### config.mk
export PLATFORM = sky130hd
export DESIGN_NAME = serial_frame_receiver_checksum_flat
export DESIGN_NICKNAME = d
export VERILOG_FILES = /design/src/sv/sfr_pkg.sv /design/src/sv/sfr_in_if.sv /design/src/sv/sfr_out_if.sv /design/src/sv/serial_frame_receiver_checksum.sv /design/src/flat_wrapper.sv
export SDC_FILE = /design/constraint.sdc
export NUM_CORES = 1
export LEC_CHECK = 0
export BUFFER_PORTS_ARGS = -buffer_cell sky130_fd_sc_hd__buf_4
export CAP_MARGIN = 5
export CORE_ASPECT_RATIO = 1.1
export CORE_MARGIN = 4
export CORE_UTILIZATION = 35
export DETAILED_ROUTE_END_ITERATION = 10
export PLACE_DENSITY = 0.59
export SYNTH_ARGS = -nofsm -noshare
export SYNTH_HDL_FRONTEND = slang
export SYNTH_SLANG_ARGS = --single-unit
export TNS_END_PERCENT = 30
### constraint.sdc
create_clock -name clk -period 4.9 [get_ports clk]
set_input_delay 0.49 -clock clk [delete_from_list [all_inputs] [get_ports clk]]
set_output_delay 0.49 -clock clk [all_outputs]
set_load 0.02 [all_outputs]
### src/sv/sfr_pkg.sv
package sfr_pkg;

  localparam logic [7:0] START_BYTE  = 8'h01;
  localparam logic [7:0] ALIGN_BYTE  = 8'h01;
  localparam logic [7:0] FOOTER_BYTE = 8'h04;
  localparam logic [7:0] ADDR_MAX    = 8'd32;

  localparam logic KIND_PAYLOAD   = 1'b0;
  localparam logic KIND_FRAME_END = 1'b1;

  localparam logic [1:0] STATUS_OK         = 2'd0;
  localparam logic [1:0] STATUS_CHK_ERR    = 2'd1;
  localparam logic [1:0] STATUS_FOOTER_ERR = 2'd2;

  typedef struct packed {
    logic       result_kind;
    logic [7:0] payload_byte;
    logic [7:0] payload_index;
    logic [5:0] target_address;
    logic [5:0] sender_address;
    logic [1:0] frame_status;
    logic       frame_last;
  } sfr_result_t;

endpackage

### src/sv/sfr_in_if.sv
interface sfr_in_if;
  logic       valid;
  logic       ready;
  logic [7:0] rx_byte;

  modport source (output valid, output rx_byte, input ready);
  modport sink (input valid, input rx_byte, output ready);
endinterface

### src/sv/sfr_out_if.sv
interface sfr_out_if;
  logic       valid;
  logic       ready;
  logic       result_kind;
  logic [7:0] payload_byte;
  logic [7:0] payload_index;
  logic [5:0] target_address;
  logic [5:0] sender_address;
  logic [1:0] frame_status;
  logic       frame_last;

  modport source (
    output valid, output result_kind, output payload_byte, output payload_index,
    output target_address, output sender_address, output frame_status,
    output frame_last, input ready
  );
  modport sink (
    input valid, input result_kind, input payload_byte, input payload_index,
    input target_address, input sender_address, input frame_status,
    input frame_last, output ready
  );
endinterface

### src/sv/serial_frame_receiver_checksum.sv
// Serial frame receiver with additive checksum.
// in_ch carries one received byte per transaction (valid/ready). The block
// hunts for start 0x01, target, sender, align 0x01, length, payload,
// checksum, footer 0x04. Each payload byte leaves on out_ch as a payload
// result; a frame that reaches its checksum closes with one frame end result
// carrying its status (good, checksum mismatch, footer missing). Bad start or
// align bytes and headers with an address above 32 produce no result.
// Throughput: one byte per cycle while the skid register is empty (in_ch.ready
// high), handled by the frame state machine and its one 8-bit running-sum adder.
// Results are registered: a result enters the result register, or the skid
// register while the result register holds one that is not yet taken.
// Output: a result register backed by one skid register. in_ch.ready stays
// high while the skid register is empty, so a byte is taken while a result
// waits; when the receiver stalls and both hold results, ready drops until
// out_ch.ready frees a slot. Nothing is lost or repeated.
// Reset (rst_n low, synchronous): hunting for start, sum and counters cleared,
// both output slots empty.
module serial_frame_receiver_checksum (
  input  logic          clk,
  input  logic          rst_n,
  sfr_in_if.sink        in_ch,
  sfr_out_if.source     out_ch
);
  import sfr_pkg::*;

  localparam logic [2:0] PH_HUNT    = 3'd0;
  localparam logic [2:0] PH_TARGET  = 3'd1;
  localparam logic [2:0] PH_SENDER  = 3'd2;
  localparam logic [2:0] PH_ALIGN   = 3'd3;
  localparam logic [2:0] PH_LENGTH  = 3'd4;
  localparam logic [2:0] PH_PAYLOAD = 3'd5;
  localparam logic [2:0] PH_CHECK   = 3'd6;
  localparam logic [2:0] PH_FOOTER  = 3'd7;

  logic [2:0]  phase_r, phase_nxt;
  logic [7:0]  target_r, target_nxt;
  logic [7:0]  sender_r, sender_nxt;
  logic [7:0]  length_r, length_nxt;
  logic [7:0]  seen_r, seen_nxt;
  logic [7:0]  sum_r, sum_nxt;

  logic        out_valid_r, out_valid_nxt;
  logic        skid_valid_r, skid_valid_nxt;
  sfr_result_t out_r, out_nxt;
  sfr_result_t skid_r, skid_nxt;

  logic        accept;
  logic        pop;
  logic        has_res;
  sfr_result_t res;
  logic [7:0]  b;
  logic [7:0]  sum_add;

  assign b        = in_ch.rx_byte;
  assign in_ch.ready = !skid_valid_r;
  assign accept   = in_ch.valid && !skid_valid_r;
  assign pop      = out_valid_r && out_ch.ready;
  assign sum_add  = sum_r + b;

  always_comb begin
    phase_nxt  = phase_r;
    target_nxt = target_r;
    sender_nxt = sender_r;
    length_nxt = length_r;
    seen_nxt   = seen_r;
    sum_nxt    = sum_r;
    has_res    = 1'b0;
    res.result_kind    = KIND_PAYLOAD;
    res.payload_byte   = 8'd0;
    res.payload_index  = 8'd0;
    res.target_address = target_r[5:0];
    res.sender_address = sender_r[5:0];
    res.frame_status   = STATUS_OK;
    res.frame_last     = 1'b0;
    case (phase_r)
      PH_HUNT: begin
        if (b == START_BYTE) begin
          sum_nxt   = b;
          seen_nxt  = 8'd0;
          phase_nxt = PH_TARGET;
        end
      end
      PH_TARGET: begin
        target_nxt = b;
        sum_nxt    = sum_add;
        phase_nxt  = PH_SENDER;
      end
      PH_SENDER: begin
        sender_nxt = b;
        sum_nxt    = sum_add;
        phase_nxt  = PH_ALIGN;
      end
      PH_ALIGN: begin
        if (b != ALIGN_BYTE) begin
          phase_nxt = PH_HUNT;
        end else begin
          sum_nxt   = sum_add;
          phase_nxt = PH_LENGTH;
        end
      end
      PH_LENGTH: begin
        if (target_r > ADDR_MAX || sender_r > ADDR_MAX) begin
          phase_nxt = PH_HUNT;
        end else begin
          length_nxt = b;
          seen_nxt   = 8'd0;
          sum_nxt    = sum_add;
          phase_nxt  = (b == 8'd0) ? PH_CHECK : PH_PAYLOAD;
        end
      end
      PH_PAYLOAD: begin
        has_res           = 1'b1;
        res.payload_byte  = b;
        res.payload_index = seen_r;
        sum_nxt           = sum_add;
        seen_nxt          = seen_r + 8'd1;
        if (seen_nxt == length_r) begin
          phase_nxt = PH_CHECK;
        end
      end
      PH_CHECK: begin
        if (b != 8'(START_BYTE - sum_r)) begin
          has_res          = 1'b1;
          res.result_kind  = KIND_FRAME_END;
          res.frame_status = STATUS_CHK_ERR;
          res.frame_last   = 1'b1;
          phase_nxt        = PH_HUNT;
        end else begin
          phase_nxt = PH_FOOTER;
        end
      end
      PH_FOOTER: begin
        has_res          = 1'b1;
        res.result_kind  = KIND_FRAME_END;
        res.frame_status = (b == FOOTER_BYTE) ? STATUS_OK : STATUS_FOOTER_ERR;
        res.frame_last   = 1'b1;
        phase_nxt        = PH_HUNT;
      end
      default: begin
        phase_nxt = PH_HUNT;
      end
    endcase
  end

  always_comb begin
    out_valid_nxt  = out_valid_r;
    skid_valid_nxt = skid_valid_r;
    out_nxt        = out_r;
    skid_nxt       = skid_r;
    if (skid_valid_r) begin
      if (pop) begin
        out_nxt        = skid_r;
        skid_valid_nxt = 1'b0;
      end
    end else if (!out_valid_r || pop) begin
      out_valid_nxt = accept && has_res;
      out_nxt       = res;
    end else if (accept && has_res) begin
      skid_valid_nxt = 1'b1;
      skid_nxt       = res;
    end
  end

  always_ff @(posedge clk) begin
    if (!rst_n) begin
      phase_r      <= PH_HUNT;
      target_r     <= 8'd0;
      sender_r     <= 8'd0;
      length_r     <= 8'd0;
      seen_r       <= 8'd0;
      sum_r        <= 8'd0;
      out_valid_r  <= 1'b0;
      skid_valid_r <= 1'b0;
    end else begin
      if (accept) begin
        phase_r  <= phase_nxt;
        target_r <= target_nxt;
        sender_r <= sender_nxt;
        length_r <= length_nxt;
        seen_r   <= seen_nxt;
        sum_r    <= sum_nxt;
      end
      out_valid_r  <= out_valid_nxt;
      skid_valid_r <= skid_valid_nxt;
    end
  end

  always_ff @(posedge clk) begin
    out_r  <= out_nxt;
    skid_r <= skid_nxt;
  end

  assign out_ch.valid          = out_valid_r;
  assign out_ch.result_kind    = out_r.result_kind;
  assign out_ch.payload_byte   = out_r.payload_byte;
  assign out_ch.payload_index  = out_r.payload_index;
  assign out_ch.target_address = out_r.target_address;
  assign out_ch.sender_address = out_r.sender_address;
  assign out_ch.frame_status   = out_r.frame_status;
  assign out_ch.frame_last     = out_r.frame_last;

endmodule

### src/flat_wrapper.sv
// flat-port wrapper written by rule: the top's interface ports become plain ports
module serial_frame_receiver_checksum_flat import sfr_pkg::*;
  (clk, rst_n, in_ch_valid, in_ch_rx_byte, in_ch_ready, out_ch_valid, out_ch_result_kind, out_ch_payload_byte, out_ch_payload_index, out_ch_target_address, out_ch_sender_address, out_ch_frame_status, out_ch_frame_last, out_ch_ready);
  sfr_in_if in_ch_i ();
  sfr_out_if out_ch_i ();
  input  logic clk;
  input  logic rst_n;
  input wire logic [$bits(in_ch_i.valid)-1:0] in_ch_valid;
  input wire logic [$bits(in_ch_i.rx_byte)-1:0] in_ch_rx_byte;
  output wire logic [$bits(in_ch_i.ready)-1:0] in_ch_ready;
  output wire logic [$bits(out_ch_i.valid)-1:0] out_ch_valid;
  output wire logic [$bits(out_ch_i.result_kind)-1:0] out_ch_result_kind;
  output wire logic [$bits(out_ch_i.payload_byte)-1:0] out_ch_payload_byte;
  output wire logic [$bits(out_ch_i.payload_index)-1:0] out_ch_payload_index;
  output wire logic [$bits(out_ch_i.target_address)-1:0] out_ch_target_address;
  output wire logic [$bits(out_ch_i.sender_address)-1:0] out_ch_sender_address;
  output wire logic [$bits(out_ch_i.frame_status)-1:0] out_ch_frame_status;
  output wire logic [$bits(out_ch_i.frame_last)-1:0] out_ch_frame_last;
  input wire logic [$bits(out_ch_i.ready)-1:0] out_ch_ready;
  assign in_ch_i.valid = in_ch_valid;
  assign in_ch_i.rx_byte = in_ch_rx_byte;
  assign in_ch_ready = in_ch_i.ready;
  assign out_ch_valid = out_ch_i.valid;
  assign out_ch_result_kind = out_ch_i.result_kind;
  assign out_ch_payload_byte = out_ch_i.payload_byte;
  assign out_ch_payload_index = out_ch_i.payload_index;
  assign out_ch_target_address = out_ch_i.target_address;
  assign out_ch_sender_address = out_ch_i.sender_address;
  assign out_ch_frame_status = out_ch_i.frame_status;
  assign out_ch_frame_last = out_ch_i.frame_last;
  assign out_ch_i.ready = out_ch_ready;
  serial_frame_receiver_checksum u_core (.clk(clk), .rst_n(rst_n), .in_ch(in_ch_i), .out_ch(out_ch_i));
endmodule
# Word-level counts from Yosys, hierarchy flattened
# Cells that the tools add are included.
[classes] n_addsub=3 magnitude_cmp=2 n_eq_ne=17 muxes=28 bitwise=3 reduce_logical=23
[ops] operator="$mux 32" n=3
[ops] operator="$mux 8" n=5
[ops] operator="$pmux 8 s4" n=1
[ops] operator="$pmux 3 s8" n=1
[ops] operator="$pmux 8 s3" n=1
[ops] operator="$gt 8x6->1 const B" n=2
[ops] operator="$mux 16" n=1
[ops] operator="$mux 3" n=5
[ops] operator="$eq 3x3->1 const B" n=4
[ops] operator="$reduce_and 3->1" n=3
[ops] operator="$add 8x1->8 const B" n=1
[ops] operator="$add 8x8->8" n=1
[ops] operator="$eq 8x1->1 const B" n=1
[ops] operator="$eq 8x3->1 const B" n=1
[ops] operator="$eq 8x8->1" n=1
[ops] operator="$logic_not 8->1" n=1
[ops] operator="$ne 8x1->1 const B" n=1
[ops] operator="$ne 8x8->1" n=1
[ops] operator="$reduce_and 2->1" n=4
[ops] operator="$sub 1x8->8 const A" n=1
[ops] operator="$eq 3x2->1 const B" n=2
[ops] operator="$mux 2" n=3
[ops] operator="$ne 2x2->1 const B" n=3
[ops] operator="$pmux 3 s2" n=1
[ops] operator="16 further kinds" n=28
[word_totals] ff_bits=109 inputBits=12 output_inout_bits=34 word_cells=98

# Logic depth before layout (Yosys ltp)
[logic_depth] ltp_word=8 mapped_depth=9 mapped_depth_nobuf=9

# Worst setup path before layout
# No wires, ideal clock.
[synth_path] path_type="input -> register" startpoint="input port in_ch_rx_byte[5]" endpoint="register u_core.skid_r[10] in the netlist's numbering, enable pin" setup_time_ns=0.458 arrival_time_ns=3.712 t_required_ns=4.442 path_slack_ns=0.730 stages=7 path_buffers=1 cell_sequence="clkbuf_1 nand2b_1 a21oi_1 o31ai_1 a211o_1 a21oi_1 nor3_1"
[synth_between] elab_chain_cells=5
[synth_lines] item="start, declared" line="flat_wrapper.sv:9" text="input wire logic [$bits(in_ch_i.rx_byte)-1:0] in_ch_rx_byte;"
[synth_lines] item="$ne 8x8->1" line="serial_frame_receiver_checksum.sv:122" text="if (b != 8'(START_BYTE - sum_r)) begin"
[synth_lines] item="$mux 1" line="serial_frame_receiver_checksum.sv:122"
[synth_lines] item="$pmux 1 s2" line="serial_frame_receiver_checksum.sv:75" text="case (phase_r)"
[synth_lines] item="$logic_and 1x1->1" line="serial_frame_receiver_checksum.sv:158" text="end else if (accept && has_res) begin"
[synth_lines] item="$reduce_and 3->1 (no line)"
[synth_lines] item="end signal, assigned" line="serial_frame_receiver_checksum.sv:190" text="skid_r <= skid_nxt;"
[synth_lines] item="end, declared" line="serial_frame_receiver_checksum.sv:45" text="sfr_result_t skid_r, skid_nxt;"
# No other way between the ends.
# A chain may end at the register's enable or synchronous reset.

# Worst setup path after layout
[layout_path] startpoint="register u_core.sum_r[1]" endpoint="register u_core.skid_r[21] in the netlist's numbering, enable pin"
[layout_between] elab_chain_cells=6
[layout_lines] item="start, declared" line="serial_frame_receiver_checksum.sv:40" text="logic [7:0] sum_r, sum_nxt;"
[layout_lines] item="start signal, assigned" line="serial_frame_receiver_checksum.sv:181" text="sum_r <= sum_nxt;"
[layout_lines] item="$sub 1x8->8" line="serial_frame_receiver_checksum.sv:122"
[layout_lines] item="$ne 8x8->1" line="serial_frame_receiver_checksum.sv:122"
[layout_lines] item="$mux 1" line="serial_frame_receiver_checksum.sv:122"
[layout_lines] item="$pmux 1 s2" line="serial_frame_receiver_checksum.sv:75"
[layout_lines] item="$logic_and 1x1->1" line="serial_frame_receiver_checksum.sv:158"
[layout_lines] item="$reduce_and 3->1 (no line)"
# No other way between the ends.

==> flow_summary_export.csv <==
group,metric,value,unit
grt,grt_usage,13.6,%
clock_network,cts.repair.resized,0,
critical_path,crit_required,4.93,ns
logic_synthesis,synthDistinctLibCells,59,
clock_network,clkLatencyLatePin,0.34,ns
logic_synthesis,yosys.area_share.xor_xnor,3.27,%
power_and_ir_drop,combinationalPowerShare,8.9,%
critical_path,critPathLaunchType,"flop",
floorplan,die_w,123,microns
critical_path,crit_fanout,19,
place,place_congestion,0.832,
clock_network,clock_sink_count,107,
logic_synthesis,synth-seq-cells,107,
finish,final_cell_mix,"edfxtp_1, buf_4, dfxtp_1, nor2_1, nand2_1",
clock_network,cts_buffers,9,
clock_network,holdBufCountCts,0,
route,drt-vias-per-instance,5.20,
floorplan,std_cell_rows,46,
logic_synthesis,netlist_instances,469,
logic_synthesis,synth_edf_count,62,
logic_synthesis,syn_area,5120,sq um
power_and_ir_drop,vdd_ir_drop_max,0.165,mV
finish,final_common_cell,"edfxtp_1",
logic_synthesis,synthArstFlopShare,0,%
logic_synthesis,synth_top_family_by_area,"simple AND/OR/NAND/NOR gates",
route,antenna_left,0,
sta,fin_skew,0.0112,ns
critical_path,cp.arrival,3.34,ns
route,drt-initial-drc-count,253,
sta,maxSlewHeadroom,33.5,%
floorplan,start_util,35.6,%
power_and_ir_drop,clkPwrFrac,39.2,%
grt,grt_max_degree,39,
power_and_ir_drop,sequentialPowerShare,51.9,%
sta,worst_pin_slew,0.992,ns
finish,layout-drive-gt1-share,19.2,%
floorplan,pin_count,46,
clock_network,root_buffer,"clkbuf_16",
critical_path,rr_worst_depth,9,
place,dp_hpwl,7680,microns
grt,grt_antenna_before_repair,0,
finish,area_delta_synth_final,16.1,%
grt,grt-ovfl-total,0,
clock_network,cts_tree,"built",
finish,fin_area,5950,sq um
power_and_ir_drop,power_density,316,nW/um^2
sta,rsz0062_at_grt,"false",
sta,setup_viol,0,
power_and_ir_drop,sw_frac_of_total,23.5,%
floorplan,dieArea,16600,sq um
sta,period_share,67.7,%
clock_network,h-tree-depth,3,
status,outcome,"finished clean",
critical_path,r2r_end,"u_core.skid_r[21]",
floorplan,die_h,135,microns
finish,n_antenna_cell,0,
place,numPortBuffers,45,
finish,multi_input_area,2210,sq um
worst_hold_path,min_path_cells,3,
power_and_ir_drop,power.switching,0.442,mW
route,drc_errors,0,
critical_path,r2r_start,"u_core.sum_r[1]",
route,routed_wl,10900,microns
finish,final_net_count,527,
critical_path,crit_path_end_kind,"flop",
sta,hold_violations,0,
logic_synthesis,synth_flop_cell,"edfxtp_1",
sta,maxSlewViolCount,0,
sta,fin_hold_ws,0.458,ns
critical_path,reg2reg_slack,1.58,ns
route,wl_per_cell,15.5,microns
route,dr.pass1.iters,4,
sta,timing.fmax,302,MHz
clock_network,cts_buffer_depth,2,
route,vias,3653,
logic_synthesis,avgSynthCellArea,10.9,sq um
logic_synthesis,synthAdderAreaFrac,2.59,%
logic_synthesis,yosysSeqAreaShare,53.9,%
floorplan,core,14400,sq um
logic_synthesis,synth_nets,491,
logic_synthesis,synthMuxAreaShare,9.04,%
power_and_ir_drop,finalPower,1.88,mW
place,place_area,5640,sq um
logic_synthesis,ys_warn_count,0,
grt,grt_pass1_vias,3502,
grt,grt_first_pass_wirelength,18000,microns
sta,post-route-min-period,3.32,ns
flow_run,maxCapViolations,0,
worst_hold_path,whs_endpoint,"u_core.skid_valid_r",
clock_network,clk_pin_slew,0.07,ns
clock_network,post_cts_buffers,0,
logic_synthesis,synthSimpleGateAreaFrac,16.0,%
logic_synthesis,synth-compound-area-share,12.0,%
power_and_ir_drop,p_leak,2.40,nW
finish,ff_latch_area,2760,sq um
critical_path,path_class,"flop to flop",
sta,fin_setup_tns,0,ns
worst_hold_path,hold_start,"in_ch_valid",
worst_hold_path,hp-class,"input pin to flop",
power_and_ir_drop,internal_power,1.44,mW
finish,fillers,1417,
-- how the worst max path moves through the flow --
| stage | from | endpoint | slack (ns) | cells after the start |
|---|---|---|---|---|
| 2_1_floorplan | in_ch_rx_byte[5] | u_core.skid_r[10] | 0.73 | 7 |
| 3_3_place_gp | u_core.sum_r[1] | u_core.skid_r[17] | 1.70 | 9 |
| 5_1_grt | u_core.sum_r[1] | u_core.skid_r[18] | 1.29 | 9 |
| 3_5_place_dp | u_core.sum_r[1] | u_core.skid_r[17] | 1.56 | 9 |
| 4_1_cts | u_core.sum_r[1] | u_core.skid_r[25] | 1.55 | 9 |
| 6_report | u_core.sum_r[1] | u_core.skid_r[21] | 1.58 | 9 |
-- flip-flops by register name, indices dropped and copies added (netlist names) --
| name | flops |
|---|---|
| u_core.out_ch.frame_status | 2 |
| u_core.length_r | 8 |
| u_core.out_ch.valid | 1 |
| u_core.out_ch.target_address | 6 |
| u_core.out_ch.result_kind | 1 |
| u_core.out_ch.payload_index | 8 |
| u_core.seen_r | 8 |
| u_core.sender_r | 8 |
| u_core.skid_valid_r | 1 |
| u_core.phase_r | 3 |
| u_core.skid_r | 31 |
| u_core.out_ch.payload_byte | 8 |
| u_core.out_ch.sender_address | 6 |
| u_core.sum_r | 8 |
| u_core.target_r | 8 |
-- area by class of cell --
cell class | count | area share [%]
repair buffers | 49 | 6.19
clock inverters | 6 | 1.16
well taps | 192 | 4.04
multi-input cells | 322 | 37.1
inverters | 16 | 1.01
flip-flops and latches | 107 | 46.5
clock buffers | 10 | 4.02
-- synthesized netlist by cell type (7+ instances only) --
master	number	share of area, %
a211oi_1	7	1.0
ha_1	9	2.2
nand2_1	33	2.4
o21ai_0	17	1.7
dfxtp_1	45	18
o31ai_1	7	1.0
xnor2_1	8	1.4
nand3_1	25	2.4
mux2_2	26	5.7
mux2i_1	17	3.3
clkbuf_1	20	1.5
edfxtp_1	62	36
nor3_1	8	0.78
and2_1	15	1.8
inv_1	14	1.0
a21oi_1	20	2.0
nor2_1	44	3.2
a31oi_1	8	0.98
-- power by group through the flow --
stage / Clock (mW) / Sequential, mW / Combinational [mW]
floorplan: 0 / 0.996 / 0.116
global placement: 0 / 0.995 / 0.163
detailed placement: 0 / 0.996 / 0.167
CTS: 0.756 / 0.976 / 0.168
global route: 0.797 / 0.978 / 0.188
finish: 0.738 / 0.976 / 0.168
-- metrics by stage --
| step | utilization [%] | std cells | setup WS, ns |
|---|---|---|---|
| 6_report | 41.3 | 702 | 1.58 |
| 5_1_grt | 41.3 | 702 | 1.29 |
| 4_1_cts | 41.3 | 702 | 1.55 |
| 3_5_place_dp | 39.2 | 686 | 1.56 |
| 3_3_place_gp | 39.2 | 686 | 1.70 |
| 2_1_floorplan | - | 469 | 0.730 |
-- critical path, cell delays in order (launching register included) --
cell     delay (ns)
dfxtp_1        0.36
inv_1          0.12
ha_1           0.18
nor3b_1        0.36
a21oi_1        0.07
o31ai_1        0.32
a211o_1        0.30
a21oi_1        0.12
nor3_2         0.77
buf_4          0.40
-- cells by family (layout without fill, tap and decap cells) --
| kind of cell | Yosys count | count (layout) |
|---|---|---|
| DFF | 107 | 107 |
| muxes | 43 | 43 |
| and+or+nand+nor | 163 | 163 |
| buffers and inverters | 40 | 81 |
| AOI/OAI and AO/OA | 90 | 90 |
| xor gates and xnor gates | 16 | 16 |
| adders and majority gates | 10 | 10 |
-- metal layers --
metal  wire length [microns]  GRT usage [%]
met1                    5360           20.3
met5                       0              0
met4                     144           3.82
met3                     564           2.81
met2                    4790           20.0
Power figures use the tool's default switching activity.
